File: src/rtl/button_debounce_long_press_defines.svh
// assertion macros used by bdlp_core
`ifndef BUTTON_DEBOUNCE_LONG_PRESS_DEFINES_SVH
`define BUTTON_DEBOUNCE_LONG_PRESS_DEFINES_SVH

// same-cycle implication, disabled while reset is high
`define BDLP_ASSERT_NOW(lbl, ante, cons, msg) \
   lbl: assert property (@(posedge clock) disable iff (reset) (ante) |-> (cons)) \
      else $error(msg);

// next-cycle implication, disabled while reset is high
`define BDLP_ASSERT_NEXT(lbl, ante, cons, msg) \
   lbl: assert property (@(posedge clock) disable iff (reset) (ante) |=> (cons)) \
      else $error(msg);

`endif

File: src/rtl/bdlp_pkg.sv
`default_nettype none

package bdlp_pkg;

   // event codes carried by the mode field
   typedef enum logic [1:0] {
      MODE_EDGE = 2'd0,
      MODE_TICK = 2'd1,
      MODE_READ = 2'd2
   } mode_type;

   localparam int MODE_W     = 2;
   localparam int BUTTON_W   = 3;
   localparam int PRESSED_W  = 7;
   localparam int FLAGS_W    = 8;
   localparam int CSR_DATA_W = 16;
   localparam int CSR_IDX_W  = 1;

   // register indexes
   localparam logic [CSR_IDX_W-1:0] CSR_DEBOUNCE = 1'd0;
   localparam logic [CSR_IDX_W-1:0] CSR_HOLD     = 1'd1;

   localparam logic [CSR_DATA_W-1:0] DEBOUNCE_RESET = 16'd16;
   localparam logic [CSR_DATA_W-1:0] HOLD_RESET     = 16'd49050;

   localparam logic [FLAGS_W-1:0] LONG_PRESS_BIT = 8'h80;

   localparam int TIMER_WIDTH_DEF = 16;

   // one input item as held in the input register
   typedef struct packed {
      logic [MODE_W-1:0]   mode;
      logic [BUTTON_W-1:0] button;
   } item_type;

   // button index to its bit in the pressed set
   function automatic logic [PRESSED_W-1:0] button_bit(input logic [BUTTON_W-1:0] idx);
      logic [PRESSED_W-1:0] bit_v;
      unique case (idx)
         3'd0:    bit_v = 7'h01;
         3'd1:    bit_v = 7'h02;
         3'd2:    bit_v = 7'h04;
         3'd3:    bit_v = 7'h10;
         3'd4:    bit_v = 7'h20;
         3'd5:    bit_v = 7'h40;
         default: bit_v = 7'h00;
      endcase
      return bit_v;
   endfunction

endpackage

`default_nettype wire

File: src/rtl/bdlp_in_reg.sv
`default_nettype none

module bdlp_in_reg
   import bdlp_pkg::*;
(
   input  wire logic                clock,
   input  wire logic                reset,
   input  wire logic                req_valid,
   input  wire logic [MODE_W-1:0]   req_mode,
   input  wire logic [BUTTON_W-1:0] req_button,
   output      logic                req_stall,
   input  wire logic                advance,
   output      logic                s1_valid,
   output      item_type            s1_item
);

   logic     s1_valid_ff, s1_valid_in;
   item_type s1_item_ff;
   logic     accept;

   // register is free when empty or when its item moves on this cycle
   assign req_stall = s1_valid_ff && !advance;
   assign accept    = req_valid && !req_stall;

   always_comb begin
      if (accept) begin
         s1_valid_in = 1'b1;
      end else if (advance) begin
         s1_valid_in = 1'b0;
      end else begin
         s1_valid_in = s1_valid_ff;
      end
   end

   always_ff @(posedge clock) begin
      if (reset) begin
         s1_valid_ff <= 1'b0;
      end else begin
         s1_valid_ff <= s1_valid_in;
      end
   end

   always_ff @(posedge clock) begin
      if (accept) begin
         s1_item_ff.mode   <= req_mode;
         s1_item_ff.button <= req_button;
      end
   end

   assign s1_valid = s1_valid_ff;
   assign s1_item  = s1_item_ff;

endmodule

`default_nettype wire

File: src/rtl/bdlp_core.sv
`default_nettype none

`include "button_debounce_long_press_defines.svh"

module bdlp_core
   import bdlp_pkg::*;
#(
   parameter int TIMER_WIDTH = TIMER_WIDTH_DEF
)(
   input  wire logic                  clock,
   input  wire logic                  reset,
   input  wire logic                  s1_valid,
   input  wire item_type              s1_item,
   output      logic                  advance,
   input  wire logic                  csr_valid,
   input  wire logic                  csr_ready,
   input  wire logic [CSR_IDX_W-1:0]  csr_index,
   input  wire logic [CSR_DATA_W-1:0] csr_data,
   output      logic                  rsp_valid,
   input  wire logic                  rsp_stall,
   output      logic [FLAGS_W-1:0]    rsp_flags_out,
   output      logic                  rsp_wake
);

   localparam int CMP_W = (TIMER_WIDTH > CSR_DATA_W) ? TIMER_WIDTH : CSR_DATA_W;

   logic [CSR_DATA_W-1:0]  debounce_ff, hold_ff;
   logic [PRESSED_W-1:0]   pressed_ff, pressed_in;
   logic [FLAGS_W-1:0]     latched_ff, latched_in;
   logic [PRESSED_W-1:0]   held_ff, held_in;
   logic [FLAGS_W-1:0]     sticky_ff, sticky_in;
   logic [TIMER_WIDTH-1:0] count_ff, count_in, count_inc;
   logic                   counting_ff, counting_in;
   logic                   rsp_valid_ff, rsp_valid_in;
   logic [FLAGS_W-1:0]     flags_ff, flags_in;
   logic                   wake_ff, wake_in;

   logic                   step_fire;
   logic                   latch_hit, hold_hit;
   logic [FLAGS_W-1:0]     latched_mid, sticky_mid;
   logic [PRESSED_W-1:0]   held_mid;

   // result register empty or being drained
   assign advance   = !rsp_valid_ff || !rsp_stall;
   assign step_fire = s1_valid && advance;

   assign count_inc = count_ff + TIMER_WIDTH'(1);
   assign latch_hit = CMP_W'(count_inc) == CMP_W'(debounce_ff);
   assign hold_hit  = CMP_W'(count_inc) == CMP_W'(hold_ff);

   always_comb begin
      pressed_in  = pressed_ff;
      latched_in  = latched_ff;
      held_in     = held_ff;
      sticky_in   = sticky_ff;
      count_in    = count_ff;
      counting_in = counting_ff;
      flags_in    = '0;
      wake_in     = 1'b0;
      latched_mid = latched_ff;
      held_mid    = held_ff;
      sticky_mid  = sticky_ff;

      unique case (s1_item.mode)
         MODE_EDGE: begin
            pressed_in  = pressed_ff ^ button_bit(s1_item.button);
            count_in    = '0;
            counting_in = 1'b1;
         end
         MODE_TICK: begin
            if (counting_ff) begin
               count_in = count_inc;
               // debounce latch first, long-press check sees its result
               if (latch_hit) begin
                  latched_mid = {1'b0, pressed_ff};
                  held_mid    = pressed_ff;
                  sticky_mid  = sticky_ff | {1'b0, pressed_ff};
                  wake_in     = 1'b1;
               end
               latched_in = latched_mid;
               held_in    = held_mid;
               sticky_in  = sticky_mid;
               if (hold_hit) begin
                  if (latched_mid == {1'b0, held_mid} && latched_mid != '0) begin
                     latched_in = latched_mid | LONG_PRESS_BIT;
                     sticky_in  = sticky_mid | latched_mid | LONG_PRESS_BIT;
                     wake_in    = 1'b1;
                  end
                  counting_in = 1'b0;
                  count_in    = '0;
               end
            end
         end
         MODE_READ: begin
            flags_in  = sticky_ff;
            sticky_in = '0;
         end
         default: begin
         end
      endcase
   end

   always_comb begin
      if (step_fire) begin
         rsp_valid_in = 1'b1;
      end else if (rsp_stall) begin
         rsp_valid_in = rsp_valid_ff;
      end else begin
         rsp_valid_in = 1'b0;
      end
   end

   always_ff @(posedge clock) begin
      if (reset) begin
         pressed_ff   <= '0;
         latched_ff   <= '0;
         held_ff      <= '0;
         sticky_ff    <= '0;
         count_ff     <= '0;
         counting_ff  <= 1'b0;
         rsp_valid_ff <= 1'b0;
      end else begin
         rsp_valid_ff <= rsp_valid_in;
         if (step_fire) begin
            pressed_ff  <= pressed_in;
            latched_ff  <= latched_in;
            held_ff     <= held_in;
            sticky_ff   <= sticky_in;
            count_ff    <= count_in;
            counting_ff <= counting_in;
         end
      end
   end

   always_ff @(posedge clock) begin
      if (step_fire) begin
         flags_ff <= flags_in;
         wake_ff  <= wake_in;
      end
   end

   always_ff @(posedge clock) begin
      if (reset) begin
         debounce_ff <= DEBOUNCE_RESET;
         hold_ff     <= HOLD_RESET;
      end else if (csr_valid && csr_ready) begin
         unique case (csr_index)
            CSR_DEBOUNCE: debounce_ff <= csr_data;
            CSR_HOLD:     hold_ff     <= csr_data;
            default: begin
            end
         endcase
      end
   end

   assign rsp_valid     = rsp_valid_ff;
   assign rsp_flags_out = flags_ff;
   assign rsp_wake      = wake_ff;

   `BDLP_ASSERT_NOW(a_stopped_count_zero, !counting_ff, count_ff == '0,
      "tick counter not cleared while stopped")
   `BDLP_ASSERT_NOW(a_latched_held_match, 1'b1, latched_ff[PRESSED_W-1:0] == held_ff,
      "latched set drifted from held set")
   `BDLP_ASSERT_NEXT(a_read_clears, step_fire && s1_item.mode == MODE_READ,
      sticky_ff == '0, "sticky flags survived a read")
   `BDLP_ASSERT_NOW(a_long_press_wakes,
      latched_ff[FLAGS_W-1] && !$past(latched_ff[FLAGS_W-1]),
      rsp_valid_ff && wake_ff, "long press set without wake")

endmodule

`default_nettype wire

File: src/rtl/button_debounce_long_press.sv
// channel  | ports                          | transfer when
// ---------+--------------------------------+---------------------------
// request  | req_mode, req_button           | req_valid && !req_stall
// response | rsp_flags_out, rsp_wake        | rsp_valid && !rsp_stall
// csr      | csr_index, csr_data            | csr_valid && csr_ready
//
// one request per cycle sustained while no response is held; a response follows its
// request transfer through the input register, then the state update stage
// the single state update stage sets the rate: each request reads and
// writes the button state once
// reset is synchronous, active high: state cleared, timer stopped, thresholds
// back to 16 and 49050 ticks
// a held response stalls the update stage; req_stall rises once the input
// register is also full
`default_nettype none

module button_debounce_long_press
   import bdlp_pkg::*;
#(
   parameter int TIMER_WIDTH = TIMER_WIDTH_DEF
)(
   input  wire logic                  clock,
   input  wire logic                  reset,
   // request channel
   input  wire logic                  req_valid,
   output      logic                  req_stall,
   input  wire logic [MODE_W-1:0]     req_mode,
   input  wire logic [BUTTON_W-1:0]   req_button,
   // response channel
   output      logic                  rsp_valid,
   input  wire logic                  rsp_stall,
   output      logic [FLAGS_W-1:0]    rsp_flags_out,
   output      logic                  rsp_wake,
   // register write port
   input  wire logic                  csr_valid,
   output      logic                  csr_ready,
   input  wire logic [CSR_IDX_W-1:0]  csr_index,
   input  wire logic [CSR_DATA_W-1:0] csr_data
);

   logic     advance;
   logic     s1_valid;
   item_type s1_item;

   // register writes land in the next cycle, always taken
   assign csr_ready = 1'b1;

   // input register, decouples the request side from the update stage
   bdlp_in_reg u_in_reg (
      .clock      (clock),
      .reset      (reset),
      .req_valid  (req_valid),
      .req_mode   (req_mode),
      .req_button (req_button),
      .req_stall  (req_stall),
      .advance    (advance),
      .s1_valid   (s1_valid),
      .s1_item    (s1_item)
   );

   // button state, tick counter, thresholds and response register
   bdlp_core #(
      .TIMER_WIDTH (TIMER_WIDTH)
   ) u_core (
      .clock         (clock),
      .reset         (reset),
      .s1_valid      (s1_valid),
      .s1_item       (s1_item),
      .advance       (advance),
      .csr_valid     (csr_valid),
      .csr_ready     (csr_ready),
      .csr_index     (csr_index),
      .csr_data      (csr_data),
      .rsp_valid     (rsp_valid),
      .rsp_stall     (rsp_stall),
      .rsp_flags_out (rsp_flags_out),
      .rsp_wake      (rsp_wake)
   );

endmodule

`default_nettype wire

File: config.mk
export PLATFORM = sky130hd
export DESIGN_NAME = button_debounce_long_press
export DESIGN_NICKNAME = d
export VERILOG_FILES = /design/src/rtl/bdlp_pkg.sv /design/src/rtl/bdlp_in_reg.sv /design/src/rtl/bdlp_core.sv /design/src/rtl/button_debounce_long_press.sv
export VERILOG_INCLUDE_DIRS = /design/src /design/src/rtl
export SDC_FILE = /design/constraint.sdc
export NUM_CORES = 1
export LEC_CHECK = 0
export BUFFER_PORTS_ARGS = -buffer_cell sky130_fd_sc_hd__buf_2
export CORE_ASPECT_RATIO = 0.75
export CORE_MARGIN = 3
export CORE_UTILIZATION = 45
export CTS_CLUSTER_SIZE = 8
export DETAILED_ROUTE_END_ITERATION = 7
export PLACE_DENSITY = 0.6
export SYNTH_ARGS = -nofsm -noshare
export SYNTH_HDL_FRONTEND = slang
export SYNTH_SLANG_ARGS = --single-unit
File: constraint.sdc
create_clock -name clock -period 4.4 [get_ports clock]
set_input_delay 0.66 -clock clock [delete_from_list [all_inputs] [get_ports clock]]
set_output_delay 0.66 -clock clock [all_outputs]
set_load 0.01 [all_outputs]
Word-level counts from Yosys, hierarchy flattened --
Cells that the tools add are included.
Word-level totals: register bits after elaboration 95, output and inout bits 12, bits of input ports 27
Cells by class: equal/unequal tests 12, add/sub/neg operators 1, mux-type cells 30, bitwise gates (word level) 4, reductions and logical operators 23
Operator list (count):
- $mux 8 | 11
- $pmux 7 s6 | 1
- $eq 16x16->1 | 2
- $mux 16 | 2
- $pmux 16 s2 | 1
- $mux 7 | 4
- $add 16x1->16 const B | 1
- $pmux 8 s2 | 1
- $reduce_and 2->1 | 5
- $mux 1 | 9
- $reduce_and 3->1 | 3
- $eq 8x7->1 | 1
- $or 8x7->8 | 1
- $reduce_bool 8->1 | 1
- $or 7x7->7 | 1
- $xor 7x7->7 | 1
- $eq 3x2->1 const B | 2
- $eq 3x3->1 const B | 2
- $reduce_bool 2->1 | 3
- $logic_and 1x1->1 | 4
- $logic_not 1->1 | 4
- $ne 2x1->1 const B | 2
- $eq 3x1->1 const B | 1
- $logic_not 3->1 | 1
- other kinds (6) | 6

Logic depth before layout (Yosys ltp) --
Gate-level depths: netlist of the first run.
depth after elaboration 11, mapped depth 12, gate-level depth less buffers 9

By module --
A second synthesis of the first run with hierarchy kept.
Second synthesis, totals: cell total of the unflattened synthesis 566, area, all modules 4885.9 um^2
Modules (own cells, without submodules):
- bdlp_core | sequential area each 1851.8 um^2, area each 4674.5 um^2, cells each 555, instances 1
- bdlp_in_reg | sequential area each 170.2 um^2, area each 200.2 um^2, cells each 9, instances 1
- button_debounce_long_press | sequential area each 0.0 um^2, area each 11.3 um^2, cells each 2, instances 1

Worst setup path before layout of the first run --
Ideal clock, no wire load.
path kind reg2reg, start register u_core.count_ff[1], end register u_core.latched_ff[2], arrival time 2833 ps, cell stages (with the launch flop) 12, period minus slack after synthesis 2966 ps, setup slack 1434 ps, setup time 132 ps, path through dfxtp_1 ha_1 nand3_1 or4_1 xnor2_1 xnor2_1 o21ai_0 or4_1 buf_2 buf_6 nand2_1 a21oi_1
On the way: longest elaborated chain between the ends 7, elaborated cells between the ends (all ways) 8, those cells by class add/sub (1); eq/ne (2); mux (5)
RTL lines:
- from (decl) | RTL line bdlp_core.sv:32 | logic [TIMER_WIDTH-1:0] count_ff, count_in, count_inc;
- from (signal assigned) | RTL line bdlp_core.sv:129 | count_ff <= count_in;
- $add 16x1->16 (*) | RTL line bdlp_core.sv:47 | assign count_inc = count_ff + TIMER_WIDTH'(1);
- $eq 16x16->1 | RTL line bdlp_core.sv:48 | assign latch_hit = CMP_W'(count_inc) == CMP_W'(debounce_ff);
- $mux 8 | RTL line bdlp_core.sv:74 | if (latch_hit) begin
- $mux 8 | RTL line bdlp_core.sv:71 | if (counting_ff) begin
- $mux 8 | RTL line bdlp_core.sv:64 | unique case (s1_item.mode)
- $mux 8 | RTL line bdlp_core.sv:84 | if (latched_mid == {1'b0, held_mid} && latched_mid != '0) begin
- $mux 8 (*) | RTL line bdlp_core.sv:83 | if (hold_hit) begin
- to (signal assigned) | RTL line bdlp_core.sv:126 | latched_ff <= latched_in;
- to (decl) | RTL line bdlp_core.sv:29 | logic [FLAGS_W-1:0] latched_ff, latched_in;
Every way passes the cells marked *; elsewhere a longest branch is shown, timed or not. The select of a mux whose other input is x is not followed. A chain may end at the register's enable or synchronous reset.

Worst setup path after layout of the first run --
start register u_core.count_ff[0], end register u_core.held_ff[6]
On the way: longest elaborated chain between the ends 5
RTL lines:
- $add 16x1->16 | RTL line bdlp_core.sv:47
- $eq 16x16->1 | RTL line bdlp_core.sv:48
- $mux 7 | RTL line bdlp_core.sv:74
- $mux 7 | RTL line bdlp_core.sv:71
- $mux 7 | RTL line bdlp_core.sv:64
- to (signal assigned) | RTL line bdlp_core.sv:127 | held_ff <= held_in;
- to (decl) | RTL line bdlp_core.sv:30 | logic [PRESSED_W-1:0] held_ff, held_in;
No other way between the ends. The select of a mux whose other input is x is not followed.

==> metrics.md, run 1 <==
| Metric | Value |
|---|---|
| GRT overflow | `0` |
| Bufs and invs on worst path | `0` |
| Worst vdd ir | `0.000173 V` |
| Synth Register Bits | `94` |
| Core Rows | `32` |
| Synth-to-Final Area Change | `10.8%` |
| Sw frac | `23.9%` |
| Ys async rst share | `0%` |
| I/O Pins | `39` |
| FMAX | `271 MHz` |
| Total GRT Usage | `20.5%` |
| Worst skew pair latency | `about 340 ps` |
| Setup TNS | `0 ps` |
| Post-synth EDFFs | `14` |
| Number of global-route vias before repair | `3607` |
| Inserted Clock Buffers | `9` |
| Post-cts resize count | `0` |
| Pre-antenna DRT Iters | `5` |
| # setup viols final | `0` |
| Grt peak-use layer | `met1` |
| Crit-path max FO | `15` |
| Initial Util | `46.7%` |
| RSZ-0062 raised after global routing | `no` |
| Hold Crit Depth | `2` |
| Top Family by Delay on Critical Path | `simple AND/OR/NAND/NOR gates` |
| Cell area after placement | `between 5000 and 6000 µm²` |
| Post-CTS Setup Bufs | `0` |
| Share of layout cells above drive strength 1 | `roughly 12%` |
| Power Total | `about 1.8 mW` |
| Hold-fix buffer count after cts | `0` |
| DIE HEIGHT | `96.0 µm` |
| Min-Delay Path Class | `reg -> reg` |
| Final period util | `83.8%` |
| Routed Antenna Nets | `0` |
| Global Route met2 Usage | `26.9%` |
| DR WL/cell | `16.6 µm` |
| Slew HR | `roughly 22%` |
| # fillers | `1011` |
| Final GP Congestion | `0.897` |
| Fin crit period | `3690 ps` |
| Syn avg cell area | `8.62 µm²` |
| Detailed Place HPWL | `8830 µm` |
| Sw Pwr | `roughly 0.43 mW` |
| Synth Net Count | `592` |
| Final Cell Area | `5390 µm²` |
| Via-per-instance ratio | `5.50` |
| DRC violations left | `0` |
| Most frequent cells in the layout | `113 x nand2_1, 80 x dfxtp_1, 42 x a21oi_1, 37 x buf_2, 31 x xnor2_1` |
| Clk pin slew, worst setup/hold paths | `60 ps` |
| Worst path max stage delay | `840 ps` |
| Die X-Extent | `between 100 and 150 µm` |
| Synth cell types | `roughly 70` |
| Outcome | `finished, final reports clean` |
| Fin Clk Skew | `7.91 ps` |
| Top_reg_cell synth | `dfxtp_1` |
| CP arrival | `between 3000 and 4000 ps` |
| Ant diodes | `0` |
| Final Max Slew Viols | `0` |
| Seq/Total Area, Yosys | `41.6%` |
| Violation count after the first detailed-route iteration | `284` |
| Count of nets after finishing | `612` |
| Area of the mapped netlist | `about 4900 µm²` |
| Inst Count DP | `709` |
| Final WL | `~12000 µm` |
| Endpoint type of the worst setup path | `flip-flop` |
| Critical Path Start Type | `flip-flop` |
| Largest net degree at the start of global routing | `66` |
| Commonest non-fill, non-tap cell in the layout | `nand2_1` |
| Levels on crit path | `9` |
| Leak | `~2.0 nW` |
| Worst Max-Slew Pin Slew | `1170 ps` |
| Met3 usage | `between 4 and 5%` |
| Power per cell area | `332 nW/µm²` |
| Crit path cell chain | `ha_1 -> nand3_1 -> or4_1 -> xnor2_1 -> xnor2_1 -> o21ai_0 -> or4_1 -> nand2_1 -> a21oi_1` |
| Clk pwr share | `a little over two fifths` |
| CTS Buffer Depth | `2` |
| Worst EP required | `4590 ps` |
| Global-route wire length before repair | `just under 20000 µm` |
| Part of the power in registers | `51.3%` |
| Via count | `3987` |
| Critical path's slowest cell | `or4_1` |
| Register area | `2020 µm²` |
| Die area | `12100 µm²` |
| CTS tree | `yes` |
| Number of max-cap violations | `0` |
| Mapped Cells | `roughly 560` |
| # H-tree levels | `3` |
| Non-filler cells, final | `725` |
| Final hold viol count | `0` |
| FF-to-FF path depth | `9` |
| Crit path kind | `reg -> reg` |
| Global-route met1 utilization | `33.1%` |
| Clock root buffer | `clkbuf_16` |
| Area of the multi-input gates | `2620 µm²` |
| Num Clock Sinks | `94` |
| Core area | `about 10000 µm²` |
| # port buffers | `37` |
| Initial antenna violation count | `0` |
| P_int | `1.36 mW` |
| Post-layout util | `51.8%` |
| YS warnings | `0` |
| Logic gate share of total power | `6.5%` |
## power by group through the flow
stage | clock network, mW | registers [mW] | logic (mW)
floorplan | 0 | 0.930 | 0.0787
global placement | 0 | 0.935 | 0.112
detailed placement | 0 | 0.936 | 0.115
CTS | 0.772 | 0.917 | 0.116
global route | 0.804 | 0.920 | 0.131
finish | 0.754 | 0.918 | 0.116
## kinds of logic (layout without fill, tap and decap cells)
family | count (synthesis) | in the layout | synth area share, %
XOR/XNOR | 54 | 54 | 10.9
other | 1 | 1 | 0.0771
buffers and inverters | 49 | 74 | 4.53
adder cells (fa/ha/maj) | 1 | 1 | 0.257
multiplexers | 4 | 4 | 0.824
flip-flops | 94 | 94 | 41.6
AND/OR/NAND/NOR | 264 | 264 | 28.9
AO/OA/AOI/OAI | 97 | 97 | 13.0
## state kept, by name, summed over array words and instances (netlist names)
register / flops
u_in_reg.s1_item: 5
u_core.count_ff: 16
u_core.debounce_ff: 16
u_core.rsp_wake: 1
u_core.pressed_ff: 6
u_in_reg.s1_valid: 1
u_core.rsp_flags_out: 8
u_core.held_ff: 7
u_core.hold_ff: 16
u_core.counting_ff: 1
u_core.latched_ff: 8
u_core.rsp_valid: 1
u_core.sticky_ff: 8
## final timing paths
kind	start	end	slack (ps)
worst max register to register	u_core.count_ff[0]	u_core.held_ff[6]	710
worst max-delay path	u_core.count_ff[0]	u_core.held_ff[6]	710
worst min-delay path	u_core.sticky_ff[7]	u_core.sticky_ff[7]	450
worst min register to register	u_core.sticky_ff[7]	u_core.sticky_ff[7]	450
## area by class of cell
type / count / area share, %
flip-flops and latches: 94 / 37.5
well taps: 136 / 3.16
inverters: 16 / 1.11
clock buffers: 10 / 4.64
repair buffers: 42 / 4.13
clock inverters: 6 / 0.813
multi-input cells: 421 / 48.6
## metal layers
layer | vias up | share of wire [%]
li1 | 2006 | -
met1 | 1857 | 55
met2 | 116 | 38
met3 | 8 | 6.1
met4 | 0 | 0.85
met5 | - | 0
## Yosys cell counts, drive strengths merged (5+ instances only)
master	n	area, µm²
nand2	113	424
dfxtp	80	1600
a21oi	42	210
xnor2	31	272
nor2	26	97.6
nand3	19	100
xor2	19	166
buf	17	100
clkbuf	16	60.1
inv	16	60.1
nand3b	16	120
edfxtp	14	420
nor4	14	134
and2	12	75.1
nor3	12	76.3
and3	8	50.1
nand2b	8	50.1
o21ai	8	40.0
nand4	7	50.1
o211ai	7	52.6
o21a	6	45.0
o311ai	6	52.6
or3	5	31.3
or4	5	41.3
## per-stage QoR
step / setup slack, ps / hold slack, ps
floorplan: 1430 / 417
global placement: 980 / 437
detailed placement: 792 / 438
CTS: 743 / 454
global route: 386 / 478
finish: 713 / 449
## tightest hold or removal path: stages (launching register included)
cell     delay (ps)
dfxtp_1         320
nand2_1          50
o21ai_0          50
No activity file was read; power rests on OpenSTA's default activity.
==> run 2: changes to the inputs <==
--- a/config.mk
+++ b/config.mk
@@ -6,6 +6,7 @@
 export SDC_FILE = /design/constraint.sdc
 export NUM_CORES = 1
 export LEC_CHECK = 0
+export ABC_AREA = 1
 export BUFFER_PORTS_ARGS = -buffer_cell sky130_fd_sc_hd__buf_2
 export CORE_ASPECT_RATIO = 0.75
 export CORE_MARGIN = 3
==> constraint.sdc (replaced) <==
create_clock -name clock -period 3.4 [get_ports clock]
set_input_delay 0.51 -clock clock [delete_from_list [all_inputs] [get_ports clock]]
set_output_delay 0.51 -clock clock [all_outputs]
set_load 0.01 [all_outputs]
==> run 2 against run 1 <==
Register-to-register slack got worse by 200 ps. Final area rose by 1.3%. Power rose by 31%. Critical path type unchanged. First-iteration DRC count rose by 16%. Largest power group unchanged. Via count rose by 14%.
==> metrics.md, run 2 <==
| Metric | Value |
|---|---|
| Outcome | `finished, final reports clean` |
| CP arrival | `2990 ps (-890 ps)` |
| CTS tree | `yes` |
| Power per cell area | `430 nW/µm² (+30%)` |
| I/O Pins | `39 (unchanged)` |
| Clk pwr share | `41.2% (-1.0 points)` |
| Largest regs | `u_core.count_ff: 16 flops, u_core.debounce_ff: 16 flops, u_core.hold_ff: 16 flops` |
| Final hold viol count | `0 (unchanged)` |
| Post-CTS Setup Bufs | `0 (unchanged)` |
| Die X-Extent | `126 µm (-0.15%)` |
| Synth Area in Simple Gates | `33.4% (+4.6 points)` |
| Pre-antenna DRT Iters | `5 (unchanged)` |
| Ys async rst share | `0% (unchanged)` |
| Clk pin slew, worst setup/hold paths | `70 ps (about the same)` |
| RSZ-0062 raised after global routing | `no` |
| Worst Hold Path EP | `u_in_reg.s1_item[1]` |
| DIE HEIGHT | `95.9 µm (-0.15%)` |
| RR Endpoint | `u_core.rsp_wake` |
| Via-per-instance ratio | `5.26 (-4.3%)` |
| Crit path cell chain | `ha_1 -> nand2_2 -> nor2_4 -> nand3_1 -> nand2_1 -> nand2_1 -> nand2_1 -> nand2_1 -> nor2_1 -> nand2_1 -> nor2_4 -> nand2_4 -> nand2_1 -> nand2_1 -> inv_1 -> nand2_1 -> nor2_1 -> nand2_2 -> nand2_1 -> a21oi_1` |
| Part of the power in registers | `50.7% (-0.6 points)` |
| Worst Max-Slew Pin Slew | `838 ps (-327 ps)` |
| Dominant cells by area after synthesis | `dfxtp_1 33%, nand2_1 12%, edfxtp_1 8.7%, inv_1 7.3%, nand3_1 6.6%` |
| Total GRT Usage | `23.2% (+2.8 points)` |
| Hold-fix buffer count after cts | `0 (unchanged)` |
| Place WS | `583 ps (-210 ps)` |
| Worst path max stage delay | `430 ps (-410 ps)` |
| Most frequent cell after synthesis | `nand2_1` |
| Worst r2r src | `u_core.count_ff[0]` |
| Largest net degree at the start of global routing | `27 (-59%)` |
| Synth cell types | `39 (-43%)` |
| Crit-path max FO | `9 (-6)` |
| Share of layout cells above drive strength 1 | `12.6% (+0.38 points)` |
| Syn avg cell area | `7.05 µm² (-18%)` |
| Slew HR | `44.0% (+22 points)` |
| Clock root buffer | `clkbuf_16` |
| Number of global-route vias before repair | `4173 (+16%)` |
| Final GP Congestion | `0.915 (+2.1%)` |
| Detailed Place HPWL | `10100 µm (+15%)` |
| Power Total | `2.35 mW (+31%)` |
| Most frequent cells in the layout | `153 x nand2_1, 94 x inv_1, 80 x dfxtp_1, 68 x nor2_1, 64 x nand3_1` |
| Initial Util | `46.6% (-0.14 points)` |
| Commonest cells post-synth | `153 x nand2_1, 94 x inv_1, 80 x dfxtp_1` |
| FMAX | `346 MHz (+28%)` |
| Core Rows | `32 (unchanged)` |
| Reg2Reg Setup Slack | `510 ps (-200 ps)` |
| Inserted Clock Buffers | `9 (unchanged)` |
| Post-synth top area share | `33.0% (+0.10 points)` |
| Post-Synth XOR/XNOR Area | `3.67% (-7.2 points)` |
| Critical Path Start Type | `flip-flop` |
| Global-route wire length before repair | `21800 µm (+12%)` |
| Fin crit period | `2890 ps (-798 ps)` |
| YS warnings | `0 (unchanged)` |
| CP most frequent cell | `nand2_1` |
| Count of nets after finishing | `753 (+23%)` |
| Adder-cell share of the synthesized area | `0.258% (+0.00080 points)` |
| Core area | `10400 µm² (unchanged)` |
| Final worst slack | `511 ps (-202 ps)` |
| Leading area contributor after synthesis | `dfxtp_1` |
| Min-Delay Path Class | `in -> reg` |
| Area of the mapped netlist | `4850 µm² (-0.31%)` |
| Die area | `12100 µm² (-0.29%)` |
| Worst skew pair latency | `350 ps (about the same)` |
| Synth-to-Final Area Change | `12.6%` |
| DRC violations left | `0 (unchanged)` |
| Seq/Total Area, Yosys | `41.7% (+0.13 points)` |
| Violation count after the first detailed-route iteration | `329 (+16%)` |
| Worst vdd ir | `0.000280 V (+62%)` |
| Hold_sp | `req_button[1]` |
| Leak | `2.27 nW (+15%)` |
| Final period util | `85.0% (+1.2 points)` |
| Hold Crit Depth | `1 (-1)` |
| Number of max-cap violations | `0 (unchanged)` |
| Ant diodes | `0 (unchanged)` |
| Fin Clk Skew | `6.20 ps (-1.71 ps)` |
| Endpoint type of the worst setup path | `flip-flop` |
| Routed Antenna Nets | `0 (unchanged)` |
| Non-filler cells, final | `866 (+19%)` |
| GRT overflow | `0 (unchanged)` |
| Sw Pwr | `0.610 mW (+43%)` |
| # port buffers | `37 (unchanged)` |
| P_int | `1.74 mW (+28%)` |
| # H-tree levels | `3 (unchanged)` |
| Logic gate share of total power | `8.1% (+1.6 points)` |
| Critical path's slowest cell | `dfxtp_1` |
| Final WL | `13300 µm (+11%)` |
| Post-synth EDFFs | `14 (unchanged)` |
| Largest family of logic cells by synthesized area | `simple AND/OR/NAND/NOR gates` |
| CTS Buffer Depth | `2 (unchanged)` |
| Via count | `4559 (+14%)` |
| Synth Register Bits | `94 (unchanged)` |
| FF-to-FF path depth | `20 (+11)` |
| Setup TNS | `0 ps (unchanged)` |
| Worst EP required | `3500 ps (-1090 ps)` |
| Final Max Slew Viols | `0 (unchanged)` |
| DR WL/cell | `15.4 µm (-7.1%)` |
| Top_reg_cell synth | `dfxtp_1` |
| Inst Count DP | `850 (+20%)` |
| Sw frac | `26.0% (+2.1 points)` |
| Crit path kind | `reg -> reg` |
| Initial antenna violation count | `0 (unchanged)` |
| Post-synthesis mux area share | `0% (-0.82 points)` |
| Num Clock Sinks | `94 (unchanged)` |
| Compound-gate portion of the synthesized area | `11.9% (-1.1 points)` |
| Synth Net Count | `715 (+21%)` |
| Commonest non-fill, non-tap cell in the layout | `nand2_1` |
| Post-cts resize count | `0 (unchanged)` |
| # setup viols final | `0 (unchanged)` |
| Mapped Cells | `687 (+22%)` |
[run 2: cell types whose count changed in the layout (fill, tap and decap cells not counted), moves of 10 or more]
cell,delta
nand3_1,+46
inv_1,+78
and2_1,-11
nand2_2,+10
o21ai_0,+27
xor2_1,-11
xnor2_1,-24
nor2_1,+42
nand3b_1,-13
nand4_1,+19
a21oi_1,+19
nand2_1,+40
[run 2: worst max path at each step]
stage | start | to | slack, ps | cells past startpoint
2_1_floorplan | u_core.count_ff[0] | u_core.rsp_wake | 1000 | 20
3_3_place_gp | u_core.count_ff[0] | u_core.rsp_wake | 600 | 18
3_5_place_dp | u_core.count_ff[0] | u_core.rsp_wake | 580 | 14
4_1_cts | u_core.count_ff[0] | u_core.rsp_wake | 560 | 14
5_1_grt | u_core.count_ff[0] | u_core.rsp_wake | 180 | 20
6_report | u_core.count_ff[0] | u_core.rsp_wake | 510 | 20
[run 2: power groups by stage]
stage | registers, mW | logic, mW | clock network [mW]
finish | 1.19 | 0.190 | 0.968
floorplan | 1.21 | 0.123 | 0
CTS | 1.19 | 0.189 | 0.991
global placement | 1.21 | 0.187 | 0
detailed placement | 1.21 | 0.188 | 0
global route | 1.19 | 0.216 | 1.04
[run 2: per-layer routing]
metal  global-route usage (%)  share of wire (%)
met5                        0                  0
met4                     7.14                1.2
met3                     5.55                8.2
met2                     31.2                 38
met1                     36.0                 53
[run 2: logic make-up (layout without fill, tap and decap cells)]
kind of cell,count (synthesis),after routing
other,1,1
AND/OR/NAND/NOR,352,352
XOR/XNOR,17,17
flip-flops,94,94
adder cells (fa/ha/maj),1,1
AO/OA/AOI/OAI,109,109
buffers and inverters,113,156
[run 2: worst max-delay path: cells and delay by family, from the launching register on]
kind            cells  cell delay (ps)
compound gates      1               50
flops               1              430
simple gates       17             1870
buf+inv             1               50
fa+ha+maj           1              230
[run 2: cell type report]
| cell class | count | area (µm²) |
|---|---|---|
| fillers | 1028 | 4950 |
| clock inverters | 6 | 51.3 |
| well taps | 136 | 170 |
| repair buffers | 43 | 230 |
| clock buffers | 10 | 229 |
| multi-input cells | 480 | 2390 |
| inverters | 97 | 364 |
| flip-flops and latches | 94 | 2020 |
[run 2: through the flow]
step | hold slack [ps] | util (%) | cell area [µm²]
after floorplan | 436 | - | 4850
after global placement | 450 | 49.7 | 5180
after CTS | 319 | 52.4 | 5460
after detailed placement | 461 | 49.7 | 5180
final | 330 | 52.4 | 5460
after global routing | 320 | 52.4 | 5460
==> run 3: changes to the inputs <==
--- a/config.mk
+++ b/config.mk
@@ -13,7 +13,7 @@
 export CORE_UTILIZATION = 45
 export CTS_CLUSTER_SIZE = 8
 export DETAILED_ROUTE_END_ITERATION = 7
-export PLACE_DENSITY = 0.6
+export PLACE_DENSITY = 0.62
 export SYNTH_ARGS = -nofsm -noshare
 export SYNTH_HDL_FRONTEND = slang
 export SYNTH_SLANG_ARGS = --single-unit
==> constraint.sdc (replaced) <==
create_clock -name clock -period 2.6 [get_ports clock]
set_input_delay 0.39 -clock clock [delete_from_list [all_inputs] [get_ports clock]]
set_output_delay 0.39 -clock clock [all_outputs]
set_load 0.01 [all_outputs]
==> run 3 against run 2 <==
Clock power up 31%. First-iteration DRC count up 29%. Worst hold slack worse by 110 ps. Non-clock buffer count up 33. Via count up 5.6%. Final area up 11%. Global-route usage down 0.34 points. Cell count up 4.0%. Utilization up 5.7 points. Register-to-register slack worse by 430 ps. Routed wire length up 5.9%. Critical path type unchanged.
==> metrics.md, run 3 (same netlist as run 2, synthesis figures left out) <==
| Metric | Value |
|---|---|
| Outcome | `finished, final reports clean` |
| Final period util | `96.7% (+12 points)` |
| Slew HR | `54.6% (+11 points)` |
| Inst Count DP | `868 (+2.1%)` |
| P_int | `2.28 mW (+31%)` |
| CTS Buffer Depth | `2 (unchanged)` |
| Die area | `12100 µm² (unchanged)` |
| Num Clock Sinks | `94 (unchanged)` |
| RSZ-0062 raised after global routing | `yes` |
| Final worst slack | `84.9 ps (-426 ps)` |
| Largest net degree at the start of global routing | `26 (-3.7%)` |
| Logic gate share of total power | `8.6% (+0.5 points)` |
| Worst vdd ir | `0.000400 V (+43%)` |
| Pre-antenna DRT Iters | `5 (unchanged)` |
| Power per cell area | `510 nW/µm² (+19%)` |
| Die X-Extent | `126 µm (unchanged)` |
| Initial Util | `46.6% (unchanged)` |
| Non-filler cells, final | `901 (+4.0%)` |
| Via count | `4814 (+5.6%)` |
| # H-tree levels | `3 (unchanged)` |
| Number of global-route vias before repair | `4141 (-0.77%)` |
| Number of max-cap violations | `0 (unchanged)` |
| Largest regs | `u_core.count_ff: 16 flops, u_core.debounce_ff: 16 flops, u_core.hold_ff: 16 flops` |
| Final WL | `14100 µm (+5.9%)` |
| DR WL/cell | `15.7 µm (+1.8%)` |
| Crit-path max FO | `8 (-1)` |
| DIE HEIGHT | `95.9 µm (unchanged)` |
| Crit path kind | `reg -> reg` |
| Clk pwr share | `41.1% (about the same)` |
| FMAX | `398 MHz (+15%)` |
| Final GP Congestion | `0.932 (+1.9%)` |
| Sw Pwr | `0.808 mW (+33%)` |
| Core area | `10400 µm² (unchanged)` |
| DRC violations left | `0 (unchanged)` |
| # setup viols final | `0 (unchanged)` |
| Count of nets after finishing | `788 (+4.6%)` |
| Ant diodes | `0 (unchanged)` |
| CTS tree | `yes` |
| Via-per-instance ratio | `5.34 (+1.5%)` |
| Part of the power in registers | `50.3% (-0.4 points)` |
| I/O Pins | `39 (unchanged)` |
| Worst skew pair latency | `350 ps (about the same)` |
| Detailed Place HPWL | `10400 µm (+2.8%)` |
| Initial antenna violation count | `0 (unchanged)` |
| Clock root buffer | `clkbuf_16` |
| Worst path max stage delay | `370 ps (-60 ps)` |
| Commonest non-fill, non-tap cell in the layout | `nand2_1` |
| # port buffers | `37 (unchanged)` |
| Inserted Clock Buffers | `9 (unchanged)` |
| Synth-to-Final Area Change | `24.8%` |
| Fin Clk Skew | `7.71 ps (+1.50 ps)` |
| Worst Max-Slew Pin Slew | `681 ps (-157 ps)` |
| Place WS | `-35.1 ps (-618 ps)` |
| Most frequent cells in the layout | `127 x nand2_1, 94 x inv_1, 72 x dfxtp_1, 64 x nor2_1, 56 x a21oi_1` |
| CP arrival | `2750 ps (-240 ps)` |
| Final Max Slew Viols | `0 (unchanged)` |
| # fillers | `1001 (-2.6%)` |
| Share of layout cells above drive strength 1 | `25.2% (+13 points)` |
| Core Rows | `32 (unchanged)` |
| Area of the multi-input gates | `2690 µm² (+12%)` |
| Clk pin slew, worst setup/hold paths | `70 ps (about the same)` |
| Power Total | `3.09 mW (+32%)` |
| Crit path cell chain | `buf_4 -> nand2_2 -> nor2_4 -> buf_12 -> nand3_2 -> nand2_2 -> nand2_4 -> nand2_1 -> nand2_2 -> nor2_1 -> nand2_1 -> nor2_4 -> nand2_4 -> nand2_2 -> nand2_1 -> inv_1 -> nand2_2 -> nor2_2 -> nand2_2 -> buf_6 -> nand3_4 -> o21ai_1` |
| Endpoint type of the worst setup path | `flip-flop` |
| Register area | `2040 µm² (+0.99%)` |
| Sw frac | `26.2% (+0.19 points)` |
| Routed Antenna Nets | `0 (unchanged)` |
| Worst EP required | `2830 ps (-670 ps)` |
| Leak | `2.48 nW (+9.2%)` |
| GRT overflow | `0 (unchanged)` |
| Critical path's slowest cell | `dfxtp_4` |
| CP most frequent cell | `nand2_2` |
| Critical Path Start Type | `flip-flop` |
| Violation count after the first detailed-route iteration | `426 (+29%)` |
| Final hold viol count | `0 (unchanged)` |
| Fin crit period | `2520 ps (-374 ps)` |
| Global-route wire length before repair | `21500 µm (-1.2%)` |
| Min-Delay Path Class | `in -> reg` |
| Total GRT Usage | `22.9% (-0.34 points)` |
## run 3: cell types whose count changed in the layout (fill, tap and decap cells not counted), sizes merged
cell	previous run	this run
inv	99	98
nor2	78	79
a21oi	62	63
buf	43	76
clkinvlp	1	2
## run 3: repair_timing
action                                  CTS  global route
resized for setup                         7            87
buffers inserted                          0            15
cloned                                    1             1
pin swaps                                 1            33
hold buffers                              0             0
endpoints found under the hold margin     0             0
endpoints found under the setup margin   10            37
## run 3: through the flow
step           area [µm²]  hold slack [ps]  setup TNS, ps  util (%)
3_5_place_dp         5310              458           -124      51.0
2_1_floorplan        4850              436              0         -
3_3_place_gp         5310              450          -3.61      51.0
6_report             6050              217              0      58.1
4_1_cts              5620              202              0      53.9
5_1_grt              6050              195           -728      58.1
## run 3: final timing paths
| check | startpoint | end | slack (ps) | cells after the start |
|---|---|---|---|---|
| worst max-delay path | u_core.count_ff[1] | u_core.sticky_ff[7] | 80 | 22 |
| worst max register to register | u_core.count_ff[1] | u_core.sticky_ff[7] | 80 | 22 |
| worst min register to register | u_core.held_ff[0] | u_core.held_ff[0] | 470 | 2 |
| worst min-delay path | req_mode[0] | u_in_reg.s1_item[3] | 220 | 1 |
## run 3: critical path: cells and delay by family, from the launching register on
| family | cells | cell delay [ps] |
|---|---|---|
| AO/OA/AOI/OAI | 1 | 60 |
| flip-flops | 1 | 370 |
| AND/OR/NAND/NOR | 17 | 1490 |
| buffers and inverters | 4 | 470 |
## run 3: cell type report
cell class,instances,share of cell area [%]
Timing Repair Buffer,76,8.36
Multi-Input combinational cell,482,44.4
Inverter,97,6.02
Clock inverter,6,0.869
Sequential cell,94,33.8
Clock buffer,10,3.78
Tap cell,136,2.81
## run 3: power groups by stage
| stage | Clock [mW] | Sequential, mW | Combinational [mW] |
|---|---|---|---|
| after floorplan | 0 | 1.58 | 0.161 |
| after global placement | 0 | 1.59 | 0.250 |
| after detailed placement | 0 | 1.59 | 0.254 |
| after CTS | 1.30 | 1.55 | 0.255 |
| after global routing | 1.36 | 1.56 | 0.301 |
| final | 1.27 | 1.55 | 0.266 |
## run 3: routing by layer
| metal | routed length (µm) | GRT usage [%] | vias to the layer above |
|---|---|---|---|
| li1 | - | - | 2385 |
| met1 | 7060 | 35.9 | 2230 |
| met2 | 5650 | 30.6 | 184 |
| met3 | 1240 | 5.99 | 15 |
| met4 | 165 | 5.71 | 0 |
| met5 | 0 | 0 | - |
